$ cat src/hdl/rtsq_pkg.sv
// Shared types, constants and helpers of the touch sample qualifier.
// No dependencies; every other file but assert_macros.svh imports this package.
`timescale 1ns / 1ps

package rtsq_pkg;

  // Conversion width and the derived arithmetic widths
  localparam int SAMPLE_BITS = 12;
  localparam int PROD_W      = 3 * SAMPLE_BITS;
  localparam int Z_W         = PROD_W + 1 - SAMPLE_BITS;
  localparam int DIV_CNT_W   = $clog2(PROD_W);
  localparam int CFG_IW      = 3;
  localparam int CFG_DW      = 2 * SAMPLE_BITS;
  localparam int FLIP_W      = 2;
  localparam int TICK_W      = 16;

  // Rounding bias added to the quotient before the final shift
  localparam logic [SAMPLE_BITS-1:0] ROUND_BIAS =
    SAMPLE_BITS'((1 << (SAMPLE_BITS - 1)) - 1);

  typedef logic [SAMPLE_BITS-1:0] sample_t;

  // Window layout: maximum in the upper half, minimum in the lower half
  typedef struct packed {
    sample_t hi;
    sample_t lo;
  } window_t;

  typedef struct packed {
    sample_t           plate;
    window_t           press_win;
    window_t           x_win;
    window_t           y_win;
    logic [FLIP_W-1:0] flip;
    logic [TICK_W-1:0] penup;
  } rtsq_cfg_t;

  typedef enum logic [CFG_IW-1:0] {
    CFG_PLATE     = 3'd0,
    CFG_PRESS_WIN = 3'd1,
    CFG_X_WIN     = 3'd2,
    CFG_Y_WIN     = 3'd3,
    CFG_FLIP      = 3'd4,
    CFG_PENUP     = 3'd5
  } cfg_idx_e;

  localparam sample_t           PLATE_RESET = SAMPLE_BITS'(450);
  localparam window_t           FULL_WINDOW = '{hi: '1, lo: '0};
  localparam logic [TICK_W-1:0] PENUP_RESET = TICK_W'(30);

  typedef struct packed {
    logic    ok;
    sample_t val;
  } axis_t;

  // Mirror an axis within its window if asked, then test the window
  function automatic axis_t place_axis(sample_t v, window_t w, logic flip);
    logic signed [SAMPLE_BITS+1:0] lo_s;
    logic signed [SAMPLE_BITS+1:0] hi_s;
    logic signed [SAMPLE_BITS+1:0] v_s;
    logic signed [SAMPLE_BITS+1:0] t;
    axis_t                         r;
    lo_s  = $signed({2'b00, w.lo});
    hi_s  = $signed({2'b00, w.hi});
    v_s   = $signed({2'b00, v});
    t     = flip ? (hi_s + lo_s - v_s) : v_s;
    r.ok  = (t >= lo_s) && (t <= hi_s);
    r.val = t[SAMPLE_BITS-1:0];
    return r;
  endfunction

endpackage

$ cat src/hdl/rtsq_cfg.sv
// Configuration register file of the touch sample qualifier.
// Depends on rtsq_pkg for the register layout and index codes.
`timescale 1ns / 1ps

module rtsq_cfg (
  input  logic                       clk_i,
  input  logic                       rst_ni,
  input  logic                       cfg_we_i,
  input  logic [rtsq_pkg::CFG_IW-1:0] cfg_index_i,
  input  logic [rtsq_pkg::CFG_DW-1:0] cfg_wdata_i,
  output rtsq_pkg::rtsq_cfg_t        cfg_o
);
  import rtsq_pkg::*;

  rtsq_cfg_t cfg_q;

  // Write one register per enabled cycle; unknown indexes drop the write
  always_ff @(posedge clk_i or negedge rst_ni) begin
    if (!rst_ni) begin
      cfg_q.plate     <= PLATE_RESET;
      cfg_q.press_win <= FULL_WINDOW;
      cfg_q.x_win     <= FULL_WINDOW;
      cfg_q.y_win     <= FULL_WINDOW;
      cfg_q.flip      <= '0;
      cfg_q.penup     <= PENUP_RESET;
    end else if (cfg_we_i) begin
      case (cfg_index_i)
        CFG_PLATE:     cfg_q.plate     <= cfg_wdata_i[SAMPLE_BITS-1:0];
        CFG_PRESS_WIN: cfg_q.press_win <= cfg_wdata_i;
        CFG_X_WIN:     cfg_q.x_win     <= cfg_wdata_i;
        CFG_Y_WIN:     cfg_q.y_win     <= cfg_wdata_i;
        CFG_FLIP:      cfg_q.flip      <= cfg_wdata_i[FLIP_W-1:0];
        CFG_PENUP:     cfg_q.penup     <= cfg_wdata_i[TICK_W-1:0];
        default: begin
        end
      endcase
    end
  end

  assign cfg_o = cfg_q;

endmodule

$ cat src/hdl/rtsq_div.sv
// Restoring divider, one quotient bit per cycle, for the pressure quotient.
// Depends on rtsq_pkg for the operand widths.
`timescale 1ns / 1ps

module rtsq_div (
  input  logic                        clk_i,
  input  logic                        rst_ni,
  input  logic                        start_i,
  input  logic [rtsq_pkg::PROD_W-1:0] dividend_i,
  input  rtsq_pkg::sample_t           divisor_i,
  output logic                        done_o,
  output logic [rtsq_pkg::PROD_W-1:0] quotient_o
);
  import rtsq_pkg::*;

  logic                 busy_q;
  logic [DIV_CNT_W-1:0] cnt_q;
  logic [PROD_W-1:0]    quo_q;
  sample_t              rem_q;
  sample_t              divisor_q;

  logic [SAMPLE_BITS:0] shifted;
  logic [SAMPLE_BITS:0] diff;
  logic                 fits;
  logic                 last_step;

  // One trial subtraction of the shifted remainder
  always_comb begin
    shifted   = {rem_q, quo_q[PROD_W-1]};
    diff      = shifted - {1'b0, divisor_q};
    fits      = shifted >= {1'b0, divisor_q};
    last_step = cnt_q == DIV_CNT_W'(PROD_W - 1);
  end

  // Sequence the steps
  always_ff @(posedge clk_i or negedge rst_ni) begin
    if (!rst_ni) begin
      busy_q <= 1'b0;
      cnt_q  <= '0;
    end else if (start_i) begin
      busy_q <= 1'b1;
      cnt_q  <= '0;
    end else if (busy_q) begin
      cnt_q <= cnt_q + DIV_CNT_W'(1);
      if (last_step) begin
        busy_q <= 1'b0;
      end
    end
  end

  // Shift quotient bits in from the right as dividend bits leave the left
  always_ff @(posedge clk_i) begin
    if (start_i) begin
      quo_q     <= dividend_i;
      rem_q     <= '0;
      divisor_q <= divisor_i;
    end else if (busy_q) begin
      quo_q <= {quo_q[PROD_W-2:0], fits};
      rem_q <= fits ? diff[SAMPLE_BITS-1:0] : shifted[SAMPLE_BITS-1:0];
    end
  end

  assign done_o     = busy_q && last_step;
  assign quotient_o = quo_q;

endmodule

$ cat src/hdl/resistive_touch_sample_qualifier_unit.sv
// Touch sample qualifier: top level with sequencer, shared multiplier and output stage.
// Depends on rtsq_pkg, rtsq_cfg and rtsq_div.
//
// Usage:
// - Input channel (in_valid_i / in_stall_o) takes one item: a touch sample
//   (opcode 0: X, Y, Z1, Z2 conversions and the pen pin) or a tick (opcode 1).
// - Output channel (out_valid_o / out_stall_i) gives touch reports and
//   releases; last_o marks the final result of an item. A sample gives at
//   most two results, a tick at most one.
// - Configuration is written through cfg_we_i / cfg_index_i / cfg_wdata_i
//   while no item is in flight.
// - A sample that needs a pressure runs two passes through one 24x12
//   multiplier and a 36-step serial divider, one quotient bit per cycle;
//   in_stall_o stays high through MUL1, MUL2, DIV and DECIDE, and in EMIT
//   until its last result is loaded into the output register.
// - A tick, or a sample that needs no pressure, loads its result from ST_EMIT
//   into the output register; with no result the block is ready the next cycle.
// - A stalled receiver holds the output register; the sequencer waits on it
//   before loading a further result, then returns to accept the next item.
// - Reset clears the countdown, drops pending results and restores the
//   registers to their defaults.
`timescale 1ns / 1ps

module resistive_touch_sample_qualifier_unit (
  input  logic                        clk_i,
  input  logic                        rst_ni,
  // Input channel
  input  logic                        in_valid_i,
  output logic                        in_stall_o,
  input  logic                        opcode_i,
  input  rtsq_pkg::sample_t           x_raw_i,
  input  rtsq_pkg::sample_t           y_raw_i,
  input  rtsq_pkg::sample_t           z1_raw_i,
  input  rtsq_pkg::sample_t           z2_raw_i,
  input  logic                        pen_lifted_i,
  // Output channel
  output logic                        out_valid_o,
  input  logic                        out_stall_i,
  output rtsq_pkg::sample_t           pos_x_o,
  output rtsq_pkg::sample_t           pos_y_o,
  output rtsq_pkg::sample_t           pressure_o,
  output logic                        touching_o,
  output logic                        last_o,
  // Configuration port
  input  logic                        cfg_we_i,
  input  logic [rtsq_pkg::CFG_IW-1:0] cfg_index_i,
  input  logic [rtsq_pkg::CFG_DW-1:0] cfg_wdata_i
);
  import rtsq_pkg::*;

  localparam int ST_W = 3;
  localparam logic [ST_W-1:0] ST_IDLE   = 3'd0;
  localparam logic [ST_W-1:0] ST_MUL1   = 3'd1;
  localparam logic [ST_W-1:0] ST_MUL2   = 3'd2;
  localparam logic [ST_W-1:0] ST_DIV    = 3'd3;
  localparam logic [ST_W-1:0] ST_DECIDE = 3'd4;
  localparam logic [ST_W-1:0] ST_EMIT   = 3'd5;

  rtsq_cfg_t cfg;

  logic [ST_W-1:0]   state_q, state_d;
  logic              armed_q, armed_d;
  logic [TICK_W-1:0] count_q, count_d;
  logic              rep_pend_q, rep_pend_d;
  logic              rel_pend_q, rel_pend_d;

  sample_t           x_q, y_q, z1_q, diff_q;
  logic              pen_q;
  logic [PROD_W-1:0] prod_q;
  sample_t           rep_x_q, rep_y_q, rep_p_q;

  logic              out_valid_q, out_valid_d;
  sample_t           out_x_q, out_y_q, out_p_q;
  logic              out_touch_q, out_last_q;

  logic                   in_acc;
  logic                   out_free;
  logic                   out_load;
  logic                   out_load_rep;
  logic                   sample_ok;
  logic [2*SAMPLE_BITS-1:0] mul_a;
  sample_t                mul_b;
  logic [PROD_W-1:0]      mul_y;
  logic                   div_start;
  logic                   div_done;
  logic [PROD_W-1:0]      quotient;
  logic [PROD_W:0]        rounded;
  logic [Z_W-1:0]         press_z;
  logic                   in_range;
  axis_t                  ax, ay;

  rtsq_cfg u_cfg (
    .clk_i       (clk_i),
    .rst_ni      (rst_ni),
    .cfg_we_i    (cfg_we_i),
    .cfg_index_i (cfg_index_i),
    .cfg_wdata_i (cfg_wdata_i),
    .cfg_o       (cfg)
  );

  // Shared multiplier: (z2 - z1) * x first, then times the plate resistance
  always_comb begin
    if (state_q == ST_MUL1) begin
      mul_a = {SAMPLE_BITS'(0), diff_q};
      mul_b = x_q;
    end else begin
      mul_a = prod_q[2*SAMPLE_BITS-1:0];
      mul_b = cfg.plate;
    end
    mul_y = {SAMPLE_BITS'(0), mul_a} * {(2*SAMPLE_BITS)'(0), mul_b};
  end

  assign div_start = state_q == ST_MUL2;

  rtsq_div u_div (
    .clk_i      (clk_i),
    .rst_ni     (rst_ni),
    .start_i    (div_start),
    .dividend_i (mul_y),
    .divisor_i  (z1_q),
    .done_o     (div_done),
    .quotient_o (quotient)
  );

  // Round, shift and test the pressure; place both axes
  always_comb begin
    rounded  = {1'b0, quotient} + (PROD_W+1)'(ROUND_BIAS);
    press_z  = rounded[PROD_W:SAMPLE_BITS];
    in_range = (press_z >= Z_W'(cfg.press_win.lo)) &&
               (press_z <= Z_W'(cfg.press_win.hi));
    ax       = place_axis(x_q, cfg.x_win, cfg.flip[0]);
    ay       = place_axis(y_q, cfg.y_win, cfg.flip[1]);
  end

  assign in_stall_o = state_q != ST_IDLE;
  assign in_acc     = in_valid_i && !in_stall_o;
  assign out_free   = !out_valid_q || !out_stall_i;
  assign sample_ok  = (x_raw_i != '0) && (z1_raw_i != '0);

  // Sequencer and countdown
  always_comb begin
    state_d      = state_q;
    armed_d      = armed_q;
    count_d      = count_q;
    rep_pend_d   = rep_pend_q;
    rel_pend_d   = rel_pend_q;
    out_load     = 1'b0;
    out_load_rep = 1'b0;
    case (state_q)
      ST_IDLE: begin
        if (in_acc) begin
          if (opcode_i) begin
            if (armed_q) begin
              if (count_q <= TICK_W'(1)) begin
                armed_d    = 1'b0;
                count_d    = '0;
                rel_pend_d = 1'b1;
                state_d    = ST_EMIT;
              end else begin
                count_d = count_q - TICK_W'(1);
              end
            end
          end else if (sample_ok && (z2_raw_i >= z1_raw_i)) begin
            state_d = ST_MUL1;
          end else begin
            // Z2 below Z1 counts as out-of-range pressure
            if (sample_ok) begin
              armed_d = 1'b1;
              count_d = cfg.penup;
            end
            if (pen_lifted_i) begin
              armed_d    = 1'b0;
              count_d    = '0;
              rel_pend_d = 1'b1;
              state_d    = ST_EMIT;
            end
          end
        end
      end
      ST_MUL1: state_d = ST_MUL2;
      ST_MUL2: state_d = ST_DIV;
      ST_DIV: begin
        if (div_done) begin
          state_d = ST_DECIDE;
        end
      end
      ST_DECIDE: begin
        if (!in_range) begin
          armed_d = 1'b1;
          count_d = cfg.penup;
        end else begin
          armed_d    = 1'b0;
          count_d    = '0;
          rep_pend_d = ax.ok && ay.ok;
        end
        if (pen_q) begin
          armed_d    = 1'b0;
          count_d    = '0;
          rel_pend_d = 1'b1;
        end
        state_d = (pen_q || (in_range && ax.ok && ay.ok)) ? ST_EMIT : ST_IDLE;
      end
      ST_EMIT: begin
        if (out_free) begin
          out_load = 1'b1;
          if (rep_pend_q) begin
            out_load_rep = 1'b1;
            rep_pend_d   = 1'b0;
            if (!rel_pend_q) begin
              state_d = ST_IDLE;
            end
          end else begin
            rel_pend_d = 1'b0;
            state_d    = ST_IDLE;
          end
        end
      end
      default: state_d = ST_IDLE;
    endcase
  end

  // Hold the result until the receiver takes it
  assign out_valid_d = out_load || (out_valid_q && out_stall_i);

  always_ff @(posedge clk_i or negedge rst_ni) begin
    if (!rst_ni) begin
      state_q     <= ST_IDLE;
      armed_q     <= 1'b0;
      count_q     <= '0;
      rep_pend_q  <= 1'b0;
      rel_pend_q  <= 1'b0;
      out_valid_q <= 1'b0;
    end else begin
      state_q     <= state_d;
      armed_q     <= armed_d;
      count_q     <= count_d;
      rep_pend_q  <= rep_pend_d;
      rel_pend_q  <= rel_pend_d;
      out_valid_q <= out_valid_d;
    end
  end

  // Capture the item, the products and the report fields
  always_ff @(posedge clk_i) begin
    if (in_acc) begin
      x_q    <= x_raw_i;
      y_q    <= y_raw_i;
      z1_q   <= z1_raw_i;
      diff_q <= z2_raw_i - z1_raw_i;
      pen_q  <= pen_lifted_i;
    end
    if (state_q == ST_MUL1) begin
      prod_q <= mul_y;
    end
    if (state_q == ST_DECIDE) begin
      rep_x_q <= ax.val;
      rep_y_q <= ay.val;
      rep_p_q <= press_z[SAMPLE_BITS-1:0];
    end
    if (out_load) begin
      out_x_q     <= out_load_rep ? rep_x_q : '0;
      out_y_q     <= out_load_rep ? rep_y_q : '0;
      out_p_q     <= out_load_rep ? rep_p_q : '0;
      out_touch_q <= out_load_rep;
      out_last_q  <= !(out_load_rep && rel_pend_q);
    end
  end

  assign out_valid_o = out_valid_q;
  assign pos_x_o     = out_x_q;
  assign pos_y_o     = out_y_q;
  assign pressure_o  = out_p_q;
  assign touching_o  = out_touch_q;
  assign last_o      = out_last_q;

endmodule

$ cat config.mk
export PLATFORM = sky130hd
export DESIGN_NAME = resistive_touch_sample_qualifier_unit
export DESIGN_NICKNAME = d
export VERILOG_FILES = /design/src/hdl/rtsq_pkg.sv /design/src/hdl/rtsq_cfg.sv /design/src/hdl/rtsq_div.sv /design/src/hdl/resistive_touch_sample_qualifier_unit.sv
export SDC_FILE = /design/constraint.sdc
export NUM_CORES = 1
export LEC_CHECK = 0
export BUFFER_PORTS_ARGS = -buffer_cell sky130_fd_sc_hd__buf_2
export CAP_MARGIN = 0
export CORE_MARGIN = 5
export CORE_UTILIZATION = 50
export DETAILED_ROUTE_END_ITERATION = 8
export GPL_TIMING_DRIVEN = 0
export PLACE_DENSITY = 0.73
export SETUP_SLACK_MARGIN = 0.15
export SLEW_MARGIN = 10
export SYNTH_ARGS = -nofsm -noshare
export SYNTH_HDL_FRONTEND = slang
export SYNTH_SLANG_ARGS = --single-unit
$ cat constraint.sdc
create_clock -name clk_i -period 9.2 [get_ports clk_i]
set_clock_uncertainty 0.15 [all_clocks]
set_input_delay 0.92 -clock clk_i [delete_from_list [all_inputs] [get_ports clk_i]]
set_output_delay 0.92 -clock clk_i [all_outputs]
set_load 0.02 [all_outputs]
* After elaboration in Yosys (flattened, before gate mapping)
Cells that the tools add are included.
** Storage, ports and cells
- Logic and storage cells :: 178
- Input bits :: 82
- Register bits :: 339
** Cells by class
- Mux-type cells :: 62
- Eq/ne operators :: 24
- Multipliers :: 1
- Magnitude comparators :: 9
- $add $sub $neg :: 9
- Reductions and logical operators :: 39
** Operators with widths (number)
- 16-bit 2-to-1 mux :: 9
- 36-bit 2-to-1 mux :: 2
- 36-bit by 11-bit adder with 37-bit output, second input constant :: 1
- 24-bit by 12-bit multiplier with 36-bit output :: 1
- 3-bit 2-to-1 mux :: 11
- 16-bit case mux with 2 select lines :: 1
- 14-bit by 13-bit greater-or-equal comparator with 1-bit output :: 2
- 14-bit by 13-bit less-or-equal comparator with 1-bit output :: 2
- 1-bit 2-to-1 mux :: 28
- 14-bit 2-to-1 mux :: 2
- 13-bit by 12-bit subtractor with 14-bit output :: 2
- 12-bit by 12-bit adder with 13-bit output :: 2
- 25-bit by 12-bit greater-or-equal comparator with 1-bit output :: 1
- 25-bit by 12-bit less-or-equal comparator with 1-bit output :: 1
- 12-bit 2-to-1 mux :: 2
- 24-bit 2-to-1 mux :: 1
- 12-bit nonzero test :: 2
- 12-bit subtractor :: 2
- 3-bit case mux with 6 select lines :: 1
- 16-bit by 1-bit less-or-equal comparator with 1-bit output, second input constant :: 1
- 16-bit by 1-bit subtractor with 16-bit output, second input constant :: 1
- 3-bit != test, second input constant :: 5
- 13-bit by 12-bit greater-or-equal comparator with 1-bit output :: 1
- 3-bit by 2-bit == test with 1-bit output, second input constant :: 4
- other kinds (22) :: 59

* Depth between registers and ports, before layout
- Word-level depth :: 10
- Depth in mapped cells :: 28
- Depth with buffers taken out :: 26

* By module
A second synthesis with hierarchy kept.
** Second synthesis, totals
- Cells, all modules :: 2616
- Area, all modules :: 27234.9 µm²
** Modules (own cells, without submodules)
- resistive_touch_sample_qualifier_unit :: area an instance 20021.7 µm², times used 1, seq. area each 4989.8 µm², cells each 2141
- rtsq_cfg :: area an instance 3911.3 µm², times used 1, seq. area each 2607.5 µm², cells each 220
- rtsq_div :: area an instance 3301.9 µm², times used 1, seq. area each 1856.8 µm², cells each 255

* Worst setup path before layout
No wires, ideal clock.
- Kind :: register -> register
- From :: register state_q[1]
- To :: register u_div.quo_q[33] (netlist: u_div.quotient_o[33]) (data pin)
- Stages on the path, launching flop included :: 27
- Arrival :: 7.362 ns
- Path slack :: 1.422 ns
- Buffers on the path :: 3
- Library setup time :: 0.266 ns
- Cells stage by stage :: dfrtp_1 -> clkbuf_1 -> or3_1 -> inv_2 -> buf_1 -> nand2_1 -> nand2_1 -> clkbuf_1 -> nand2_1 -> fa_1 -> inv_1 -> fa_1 -> fa_1 -> fa_1 -> inv_1 -> fa_1 -> inv_1 -> ha_1 -> a21o_1 -> a221oi_2 -> o22a_1 -> o21ai_2 -> o31a_4 -> o31a_4 -> nor3_2 -> xor2_1 -> o21ai_1
** On the way
- Cells in the longest elaborated chain, start to end :: 4
** RTL lines
- start, declared :: RTL line resistive_touch_sample_qualifier_unit.sv:61 : logic [ST_W-1:0] state_q, state_d;
- start signal, assigned :: RTL line resistive_touch_sample_qualifier_unit.sv:234 : state_q <= state_d;
- 3-bit by 1-bit == test with 1-bit output :: RTL line resistive_touch_sample_qualifier_unit.sv:103 : if (state_q == ST_MUL1) begin
- 24-bit 2-to-1 mux / 12-bit 2-to-1 mux (equally long branches) :: RTL line resistive_touch_sample_qualifier_unit.sv:103
- 24-bit by 12-bit multiplier with 36-bit output :: RTL line resistive_touch_sample_qualifier_unit.sv:110 : mul_y = {SAMPLE_BITS'(0), mul_a} * {(2*SAMPLE_BITS)'(0), mul_b};
- 36-bit 2-to-1 mux * :: RTL line rtsq_div.sv:53 : if (start_i) begin
- end signal, assigned :: RTL line rtsq_div.sv:54 : quo_q <= dividend_i;
- end signal, assigned :: RTL line rtsq_div.sv:58 : quo_q <= {quo_q[PROD_W-2:0], fits};
- end, declared :: RTL line rtsq_div.sv:18 : logic [PROD_W-1:0] quo_q;
Every way passes the cells marked *; elsewhere a longest branch is shown, timed or not.
A chain may end at the register's enable or synchronous reset.

* Worst setup path after layout
Ends and elaborated chain as after synthesis.

==> impl_metrics.tcl <==
set metrics [dict create \
    chipHeight_um 242 \
    seq_area_um2 9450 \
    multiInputGateArea_um2 15600 \
    yosysTopAreaCellShare_pct 21.7 \
    setup_tns_ns 0 \
    syn_avg_cell_area_um2 10.0 \
    rows 85 \
    drv_cap 0 \
    synth_top_cell_by_area "edfxtp_1" \
    ys_seq_elements 339 \
    syn_area_um2 27000 \
    final_cell_mix "inv_1, nand2_1, fa_1" \
    holdWs_ns 0.213 \
    clock_sinks 339 \
    cts_tree "built" \
    arrival_ns 8.71 \
    yosysUniqueCellTypes 87 \
    fmax_mhz 117 \
    yosysWarningCount 0 \
    maxSlewViolCount 0 \
    start_kind "flip-flop" \
    io_buffer_count 121 \
    antenna_left 0 \
    setup_viol 0 \
    pin_count 122 \
    first_global_vias 21300 \
    nets 3386 \
    root_buffer "clkbuf_16" \
    drt_first_pass_iters 6 \
    drt-initial-drc-count 1656 \
    slew-limit-headroom_pct 23.1 \
    fin_crit_sh_pct 93.1 \
    drive_gt1_share_pct 12.5 \
    status "finished, final reports clean" \
    end_kind "flip-flop" \
    initial_utilization_pct 50.3 \
    totalWireLength_mm 74.3 \
    rsz0062_at_grt "no" \
    die_w_um 242 \
    syn2layout_area_growth_pct 11.0 \
    grt.total_usage_pct 25.1 \
    clock_latency_ns 0.58 \
    grt_first_pass_wirelength_mm 117 \
    tightest_slew_ns 1.14 \
    grt_start_max_net_pins 69 \
    drc_errors 0 \
    seq_area_frac_synth_pct 35.0 \
    vias 20500 \
    numCtsBuffers 38 \
    synth_area_leaders "edfxtp_1, fa_1, ha_1, dfrtp_1, inv_1" \
    cp.required_ns 9.34 \
    wire_per_inst_um 20.7 \
    cts.path.max_buffers 3 \
    n_antenna_cell 0 \
    postSynthCellCount 2693 \
    worstHoldPathType "in2async" \
    gp_congestion 0.949 \
    period_needed_ns 8.57 \
    die-area_um2 58800 \
    synth_async_sr_flop_share_pct 38.9 \
    cp_max_fo 33 \
    h-tree-depth 2 \
    synth-edff-count 195 \
    dp_hpwl_mm 59.2 \
    hold_viol 0 \
    antenna_found_initial 1 \
    ys_dominant_reg_cell "edfxtp_1" \
    clkTransAtPathRegs_ns 0.06 \
    vias_per_cell 5.70 \
    grt-ovfl-total 0 \
    core_area_um2 53700 \
    path_class "reg2reg" \
    synth_fp_nets 3220 \
    fillCellCount 4547 \
]
[metrics by stage]
step	cell area [um2]	util [%]	std cells	setup slack, ns
after global routing	30000	55.8	3585	0.164
after detailed placement	28600	53.3	3515	0.593
after global placement	28500	53.0	3510	0.0671
after floorplan	27000	-	2693	1.42
final	30000	55.8	3585	0.635
after CTS	30000	55.8	3585	0.553
[layout make-up]
cell class                 instances  area share (%)
clock inverter                    21           0.814
tap                              696            2.90
clock buffer                      49            3.72
multi-input combinational       1829            52.0
timing repair buffer             126            2.42
inverter                         433            5.42
sequential                       339            31.5
buffer                            92            1.18
[registers in the layout, summed over array words and instances (netlist names), 3 cells and up]
| name | cells |
|---|---|
| state_q | 3 |
| diff_q | 12 |
| u_cfg.cfg_o | 102 |
| u_div.divisor_q | 12 |
| rep_p_q | 12 |
| u_div.rem_q | 12 |
| z1_q | 12 |
| x_q | 12 |
| rep_x_q | 12 |
| u_div.cnt_q | 6 |
| u_div.quotient_o | 36 |
| pos_y_o | 12 |
| count_q | 16 |
| y_q | 12 |
| pos_x_o | 12 |
| prod_q | 24 |
| pressure_o | 12 |
| rep_y_q | 12 |
[critical path, stage by stage (launching register included)]
cell and delay [ns]:
dfrtp_1 0.36, clkbuf_1 0.18, or3_1 0.52, inv_2 0.27, buf_2 0.68, nand2_1 0.11, nand2_1 0.22, clkbuf_1 0.47
nand2_1 0.17, fa_1 0.55, inv_1 0.06, fa_1 0.48, fa_1 0.54, fa_1 0.55, inv_1 0.06, fa_1 0.53
inv_1 0.05, ha_1 0.35, and3_1 0.23, a221oi_2 0.28, o22a_1 0.20, o21ai_2 0.09, o31a_4 0.40, o31a_4 0.29
nor3_2 0.18, xor2_1 0.19, o21ai_1 0.08
[routing by layer]
layer  track usage [%]  share of wire [%]
met1              32.9                 41
met3              3.92                7.3
met5                 0                  0
met4              9.67                3.9
met2              42.3                 48
[cells by family (layout without fill, tap and decap cells)]
family / count (synthesis) / after routing / synth area share (%)
XOR/XNOR: 82 / 82 / 2.66
AND/OR/NAND/NOR: 810 / 810 / 14.1
AO/OA/AOI/OAI: 395 / 395 / 9.53
flip-flops: 339 / 339 / 35.0
adder cells (fa/ha/maj): 445 / 445 / 27.4
buffers and inverters: 525 / 721 / 7.30
multiplexers: 97 / 97 / 3.96
[synthesized netlist by cell type (7+ instances only)]
library cell / count
nor3_1: 15
or3_1: 14
nor2_1: 84
xor2_1: 23
a31oi_1: 9
nor2b_1: 15
a22oi_1: 7
o21ai_1: 23
nand2_1: 431
inv_1: 431
nand2b_1: 18
a221oi_1: 7
dfxtp_1: 12
o21ai_0: 106
mux2_2: 80
a21o_1: 36
fa_1: 246
a211oi_1: 10
dfrtp_1: 88
o211ai_1: 8
ha_1: 199
and3_1: 86
nor4_1: 13
o21a_1: 14
xnor2_1: 59
o31ai_1: 13
clkbuf_1: 85
nand3_1: 43
edfxtp_1: 195
dfstp_2: 44
nand4_1: 18
mux2i_1: 17
a21oi_1: 98
and2_1: 42
[timing repair]
action                                  CTS  global route
buffers inserted                          0             0
gates resized for setup                   0             2
hold buffers                              0             0
endpoints found under the setup margin    0             1
[path summary, 6_finish.rpt]
kind	from	end	slack, ns	cells after the start
setup / recovery	state_q[1]$_DFFE_PN0P_	u_div.quotient_o[33]$_DFFE_PP_	0.63	26
hold reg to reg	z1_q[4]$_DFFE_PP_	u_div.divisor_q[4]$_DFFE_PP_	0.27	0
min in group clk_i	z1_q[4]$_DFFE_PP_	u_div.divisor_q[4]$_DFFE_PP_	0.27	0
max in group asynchronous	rst_ni	u_cfg.cfg_o[63]$_DFFE_PN1P_	7.86	2
setup reg to reg	state_q[1]$_DFFE_PN0P_	u_div.quotient_o[33]$_DFFE_PP_	0.63	26
hold / removal	rst_ni	out_valid_o$_DFF_PN0_	0.21	1
Power is not shown: default switching activity piles up to over one toggle a cycle in this logic, so the estimate is an artifact.
